==> src/sv/stp_pkg.sv <==
`timescale 1ns / 1ps
// ----------------------------------------------------------------------------
// stp_pkg
// Shared widths, register indexes and reset values of the stereo point unit.
// ----------------------------------------------------------------------------
package stp_pkg;

    localparam int COORD_BITS_DEF = 16;
    localparam int FOCAL_W        = 16;
    localparam int BASE_W         = 20;
    localparam int GOOD_W         = 31;
    localparam int LIMIT_W        = 16;
    localparam int CFG_IDX_W      = 3;
    localparam int CFG_DATA_W     = 31;
    localparam int SPAN_W         = GOOD_W + 4;
    localparam int TNUM_W         = LIMIT_W + SPAN_W;

    localparam logic [CFG_IDX_W-1:0] REG_LEFT_CX  = 3'd0;
    localparam logic [CFG_IDX_W-1:0] REG_LEFT_CY  = 3'd1;
    localparam logic [CFG_IDX_W-1:0] REG_RIGHT_CX = 3'd2;
    localparam logic [CFG_IDX_W-1:0] REG_FOCAL_X  = 3'd3;
    localparam logic [CFG_IDX_W-1:0] REG_BASELINE = 3'd4;
    localparam logic [CFG_IDX_W-1:0] REG_GOOD     = 3'd5;
    localparam logic [CFG_IDX_W-1:0] REG_LIMIT    = 3'd6;

    localparam logic [GOOD_W-1:0]  GOOD_RESET  = 31'd10000000;
    localparam logic [LIMIT_W-1:0] LIMIT_RESET = 16'd512;
    localparam logic [LIMIT_W-1:0] ONE_PIXEL   = 16'd256;

endpackage

==> src/sv/stp_divider.sv <==
`timescale 1ns / 1ps
// ----------------------------------------------------------------------------
// stp_divider
// Pipelined restoring divider, one quotient bit per stage, with sideband.
// Requires (num >> Q_W) < den. The inputs are registered before the first stage.
// ----------------------------------------------------------------------------
module stp_divider #(
    parameter int NUM_W = stp_pkg::TNUM_W,
    parameter int DEN_W = stp_pkg::SPAN_W,
    parameter int Q_W   = stp_pkg::LIMIT_W,
    parameter int SB_W  = 1
) (
    input  logic             i_clk,
    input  logic             i_rst_n,
    input  logic             i_valid,
    input  logic [NUM_W-1:0] i_num,
    input  logic [DEN_W-1:0] i_den,
    input  logic [SB_W-1:0]  i_sb,
    output logic             o_valid,
    output logic [Q_W-1:0]   o_quot,
    output logic [SB_W-1:0]  o_sb
);

    localparam int R_W = DEN_W + 1;

    logic [R_W-1:0]   r_rem [0:Q_W];
    logic [Q_W-1:0]   r_lq  [0:Q_W];
    logic [DEN_W-1:0] r_den [0:Q_W];
    logic [SB_W-1:0]  r_sb  [0:Q_W];
    logic             r_v   [0:Q_W];

    always_ff @(posedge i_clk) begin
        if (!i_rst_n) begin
            r_v[0] <= 1'b0;
        end else begin
            r_v[0] <= i_valid;
        end
        r_rem[0] <= R_W'(i_num >> Q_W);
        r_lq[0]  <= i_num[Q_W-1:0];
        r_den[0] <= i_den;
        r_sb[0]  <= i_sb;
    end

    for (genvar k = 0; k < Q_W; k++) begin : g_stage
        logic [R_W-1:0] n_trial;
        logic           n_ge;
        logic [R_W-1:0] n_rem;

        assign n_trial = {r_rem[k][R_W-2:0], r_lq[k][Q_W-1]};
        assign n_ge    = n_trial >= {1'b0, r_den[k]};
        assign n_rem   = n_ge ? (n_trial - {1'b0, r_den[k]}) : n_trial;

        always_ff @(posedge i_clk) begin
            if (!i_rst_n) begin
                r_v[k+1] <= 1'b0;
            end else begin
                r_v[k+1] <= r_v[k];
            end
            r_rem[k+1] <= n_rem;
            r_lq[k+1]  <= {r_lq[k][Q_W-2:0], n_ge};
            r_den[k+1] <= r_den[k];
            r_sb[k+1]  <= r_sb[k];
        end
    end

    assign o_valid = r_v[Q_W];
    assign o_quot  = r_lq[Q_W];
    assign o_sb    = r_sb[Q_W];

endmodule
==> config.mk <==
export PLATFORM = sky130hd
export DESIGN_NAME = stp_divider
export DESIGN_NICKNAME = d
export VERILOG_FILES = /design/src/sv/stp_pkg.sv /design/src/sv/stp_divider.sv
export SDC_FILE = /design/constraint.sdc
export NUM_CORES = 2
export LEC_CHECK = 0
export BUFFER_PORTS_ARGS = -buffer_cell sky130_fd_sc_hd__buf_2
export CAP_MARGIN = 20
export CORE_MARGIN = 10
export CORE_UTILIZATION = 50
export CTS_CLUSTER_DIAMETER = 80
export DETAILED_ROUTE_END_ITERATION = 8
export GPL_TIMING_DRIVEN = 0
export MAX_ROUTING_LAYER = met4
export PLACE_DENSITY = 0.68
export SYNTH_ARGS = -nofsm -noshare
export SYNTH_HDL_FRONTEND = slang
export SYNTH_SLANG_ARGS = --single-unit
==> constraint.sdc <==
create_clock -name i_clk -period 3.3 [get_ports i_clk]
set_input_delay 0.66 -clock i_clk [delete_from_list [all_inputs] [get_ports i_clk]]
set_output_delay 0.66 -clock i_clk [all_outputs]
set_load 0.05 [all_outputs]
# Word-level counts from Yosys, hierarchy flattened
# Memory sizes are Yosys's and may differ from the RTL's.
# Cells that the tools add are included.
[classes] add_sub_neg=16 magnitude_cmp=16 muxes=35 n_bitwise=17
[ops] operator="$ge 36x35->1" n=16
[ops] operator="$mux 36" n=16
[ops] operator="$sub 36x35->36" n=16
[ops] operator="$mux 1" n=19
[ops] operator="$or 1x1->1" n=17
[totals] ff_bits=0 mem_bits_rw=1513 out_inout_bits=18 elab_cells=89 mem_count=5
[mem_list] name="r_rem" depth=17 width=36 rd=16 rd_ports_with_merged_regs=0 write_ports=17 line="stp_divider.sv:26" source="logic [R_W-1:0] r_rem [0:Q_W];"
[mem_list] name="r_den" depth=17 width=35 rd=16 rd_ports_with_merged_regs=0 write_ports=17 line="stp_divider.sv:28" source="logic [DEN_W-1:0] r_den [0:Q_W];"
[mem_list] name="r_lq" depth=17 width=16 rd=17 rd_ports_with_merged_regs=0 write_ports=17 line="stp_divider.sv:27" source="logic [Q_W-1:0] r_lq [0:Q_W];"
[mem_list] name="r_sb" depth=17 width=1 rd=17 rd_ports_with_merged_regs=0 write_ports=17 line="stp_divider.sv:29" source="logic [SB_W-1:0] r_sb [0:Q_W];"
[mem_list] name="r_v" depth=17 width=1 rd=17 rd_ports_with_merged_regs=0 write_ports=17 line="stp_divider.sv:30" source="logic r_v [0:Q_W];"

# Longest topological paths before layout
[depth] word_depth=2 depth_mapped=15 ltp_nobuf=13

# Worst setup path after synthesis
# Ideal clock, no wire load.
[synth_timing] kind="register to register" from="mem r_lq[0][127] (netlist bit)" to="mem r_rem[0][296] (netlist bit)" setup_time_ns=0.121 t_arrival_ns=3.097 setup_slack_ns=0.082 path_stages_with_launch=15 path_buffers=1 period_less_slack_ns=3.218 cell_sequence="dfxtp_1 inv_1 ha_1 fa_1 nor2b_1 o31ai_1 a21oi_1 o21ai_1 a21o_1 o21a_1 o21ai_1 a31oi_1 o21ai_2 buf_2 mux2_2"
[synth_rtl] item="start: declaration" line="stp_divider.sv:27"
[synth_rtl] item="end: declaration" line="stp_divider.sv:26"

==> results.txt <==
In the layout the commonest cells are sky130_fd_sc_hd__dfxtp_1 (1386), sky130_fd_sc_hd__inv_1 (689), sky130_fd_sc_hd__a21oi_1 (540). The total of endpoints with negative setup slack in the final report came out at 100. The launching element type of the critical path is a flop.

In this run the worst setup path terminates at r_rem[0][64]. The width of the die came out at ~380 µm. The largest net degree at the start of global routing is 17. The leakage power total is 36.19 nW. The clock period minus worst slack came out at 3.433 ns. The worst setup path is captured at a flop.

The first detailed-routing pass took 8 iterations. The slack of the critical path is -0.1333 ns. Among the stages of the critical path, the cell type that occurs most often is sky130_fd_sc_hd__buf_12. The quantity of I/O buffers inserted on ports is 107. The total net switching power came out at 36.73 mW.

The die area came out at 144600 µm². Traced cell by cell, the critical path runs through inv_2, ha_4, and3_4, nand2_4, nor3_4, nand4_1, or4_4, nand3_4, a21oi_4, o21ai_4, buf_6, buf_12, buf_12, mux2_4. The HPWL after detailed placement is 137.7 mm.

Cells with a size suffix above 1 make up 16.34% of the layout. The maximum fanout along the worst path is 5. The initial core utilization came out at 50.25%.

The number of flops mapped to enable cells by yosys came out at 0. The cell family contributing the most delay on the critical path is simple AND/OR/NAND/NOR gates. The area added between synthesis and finish came out at 20.79%. In this run the critical register-to-register path is launched from r_den[0][12]. The worst setup path is of the flop to flop kind. The number of standard cells in the final layout excluding fillers came out at 9272.

The insertion delay of the later-clocked pin in the worst-skew pair is 0.79 ns. Of the total power, combinational logic draws between 50 and 60%. The die height is 380.3 µm. The fmax came out at 0.2913 GHz. Across every metal layer, demand over resource in global routing totals 24.38%. The maximum vdd ir drop is 0.5675 mV. Of the total power, the clock network draws between 10% and 20%.

The count of final hold-check violations is 0. The area inside the core boundary came out at 129200 µm². The number of global-route vias before repair is around 49000.

The per-instance average area after synthesis is 9.385 µm². The headroom to the max-slew limit came out at 45.03%. The arrival time at the worst endpoint is 4.10 ns. Using the TritonRoute via totals, the vias-per-cell ratio works out to 5.477. The final reports fail on negative setup slack. The flow ran to the end, but the final reports show violations.

The number of cells on the worst reg-to-reg path is 14. The total power came out at 91.74 mW. The critical path crosses 14 cells after its start point.

In this run the power density over the cells is about 1200 nW/µm². The global route total overflow is 0. The transition time of the tightest slew-check pin is approximately 0.82 ns. The critical path contains buffers and inverters numbering 4 combined. The maximum number of buffers from clock root to sink is 3.

After clock tree synthesis, the clock-pin slew on the worst setup and hold paths is about 0.060 ns. The synthesized net count is 7580. The I/O pin count is 108. The net switching share of the total power is 40.04%. Of the synthesized area, sequential elements account for 43.99%. The summed instance area of the synthesized netlist is between 60000 and 70000 µm².

The first routing iteration left ~3500 violations. In the final routed layout, each cell accounts on average for between 15 and 20 µm. The cell count after synthesis is approximately 6900. The largest clock skew in the final design came out at roughly 0.030 ns. The endpoint identified for the worst register-to-register timing path is r_rem[0][64].

After synthesis, the share of flip-flops with an asynchronous set or reset is 0%. The first global-routing pass estimated about 280 mm of wire. The clock drives 1426 sinks. The weighted congestion at the end of routability-driven global placement is 0.9589. The most common cell after layout, fill and taps aside is sky130_fd_sc_hd__dfxtp_1. The number of warning messages in the yosys log is 0. Data on the critical path is required at its endpoint by approximately 4.0 ns. Tracing the worst setup path back leads to its startpoint at r_den[0][12]. Of the available clock period, the critical path in the final layout requires 104.0%. Setup repair after global routing could not meet its margin everywhere.

The cell sitting at the root of the clock tree is a sky130_fd_sc_hd__clkbuf_16. The final-layout fill cell count came out at approximately 11000. The count of max-cap constraint violations is 0. The critical path's largest stage delay came out at 0.59 ns. The number of core rows is 132.

The class of the tightest hold or removal check is input pin to flop. The net total in the final layout came out at approximately 8100. The number of buffers added by the clock tree synthesis step is 151. The number of remaining DRC errors came out at 0. The initial antenna violation count is 3. Including well taps, the total number of placed cells is 8764. The CTS H-tree depth came out at 4. TritonCTS built the clock tree. The post-route antenna net violation count is 0. The internal power summed over all cells is between 50 and 60 mW. The total routed wirelength came out at 180.3 mm. The slowest stage of the critical path is the sky130_fd_sc_hd__or4_4 cell.

Synthesis inferred 1426 register bits. The number of unique standard cell types used by synthesis came out at 94. The final max-slew violation count was 0. Per report_power, the sequential group accounts for 27.7% of the total.

The detailed-route via count is between 50000 and 60000. Summing all placed instances gives a cell area of 67610 µm². The total non-filler cell area in the finished layout is 78390 µm². In the synthesized netlist the dominant register cell turns out to be sky130_fd_sc_hd__dfxtp_1.

The worst-case register-to-register setup slack is -0.13 ns.
==> through the flow <==
stage	util, %	hold WS [ns]	setup WS (ns)	TNS (ns)
final	60.69	0.08659	-0.1333	-4.562
after global routing	60.69	0.07535	-0.1816	-14.11
after CTS	59.30	0.03370	-0.08796	-2.153
after detailed placement	52.35	0.3121	-1.524	-420.33
after global placement	52.35	0.3095	-1.555	-414.33
after floorplan	-	0.3096	0.08194	0
==> synthesized netlist by cell type, types with 59 or more instances <==
| cell | n | area (µm²) |
|---|---|---|
| sky130_fd_sc_hd__and3_1 | 59 | 369.1 |
| sky130_fd_sc_hd__o21ai_0 | 384 | 1922 |
| sky130_fd_sc_hd__dfxtp_1 | 1426 | 28550 |
| sky130_fd_sc_hd__ha_1 | 560 | 7007 |
| sky130_fd_sc_hd__nand4_1 | 115 | 719.4 |
| sky130_fd_sc_hd__nor2_1 | 413 | 1550 |
| sky130_fd_sc_hd__nor3_1 | 76 | 380.4 |
| sky130_fd_sc_hd__o21a_1 | 78 | 585.6 |
| sky130_fd_sc_hd__nand2b_1 | 67 | 419.2 |
| sky130_fd_sc_hd__a21o_1 | 294 | 2207 |
| sky130_fd_sc_hd__inv_1 | 702 | 2635 |
| sky130_fd_sc_hd__xor2_1 | 169 | 1480 |
| sky130_fd_sc_hd__nor2b_1 | 80 | 500.5 |
| sky130_fd_sc_hd__nand2_1 | 403 | 1513 |
| sky130_fd_sc_hd__a21oi_1 | 592 | 2963 |
| sky130_fd_sc_hd__clkbuf_1 | 135 | 506.7 |
| sky130_fd_sc_hd__xnor2_1 | 270 | 2365 |
| sky130_fd_sc_hd__mux2_2 | 209 | 2354 |
| sky130_fd_sc_hd__nand3_1 | 122 | 610.6 |
==> per-layer routing <==
metal / up-vias / routed length, µm / track usage [%] / share of wire (%)
met5: - / 0 / - / 0
met4: 0 / 8942 / 11.28 / 5.0
met3: 419 / 8482 / 3.028 / 4.7
met2: 1408 / 84220 / 39.80 / 47
met1: 23920 / 78620 / 29.96 / 44
li1: 25040 / - / - / -
==> logic make-up after synthesis <==
| group | Yosys count | synth area share [%] |
|---|---|---|
| compound gates | 1812 | 17.61 |
| simple gates | 1495 | 11.09 |
| flops | 1426 | 43.99 |
| buf+inv | 889 | 5.317 |
| fa+ha+maj | 575 | 11.26 |
| xor+xnor | 439 | 5.925 |
| mux | 279 | 4.806 |
==> sequential cells by signal (all words and copies together) (netlist names) <==
name,cells
r_den,560
r_lq,272
r_rem,560
r_sb,17
r_v,17
==> how the worst min path moves through the flow <==
stage	startpoint	endpoint	cells after the start	slack [ns]
2_1_floorplan	r_lq[0][83]	r_lq[0][100]	0	0.31
3_3_place_gp	r_lq[0][120]	r_lq[0][137]	0	0.31
3_5_place_dp	r_lq[0][131]	r_lq[0][148]	0	0.31
4_1_cts	i_valid	r_v[0]	2	0.03
5_1_grt	i_valid	r_v[0]	2	0.08
6_report	i_valid	r_v[0]	2	0.09
==> repair_timing <==
item,in CTS,in global routing
endpoints found under the setup margin,538,521
hold buffers,87,0
pin swaps,72,106
setup buffers,94,64
resized for setup,466,372
cloned,11,6
hold endpoints to repair,87,0
==> final cells by class <==
cell class	instances	area, µm²	area share (%)
Clock buffer	189	4091	5.219
Tap cell	1742	2180	2.781
Multi-Input combinational cell	4600	35270	44.99
Clock inverter	87	1215	1.550
Buffer	159	1207	1.540
Antenna cell	2	5.005	0.006385
Sequential cell	1426	28620	36.51
Timing Repair Buffer	364	3142	4.008
Inverter	703	2656	3.389
==> power by group through the flow <==
| stage | clock, mW | combinational (mW) | sequential, mW |
|---|---|---|---|
| global route | 18.7 | 53.0 | 25.8 |
| CTS | 18.0 | 44.9 | 25.3 |
| floorplan | 0 | 30.9 | 24.4 |
| global placement | 0 | 40.4 | 25.6 |
| finish | 17.7 | 48.7 | 25.4 |
| detailed placement | 0 | 40.6 | 25.6 |
Note: power is estimated with default switching activity, not from simulation.
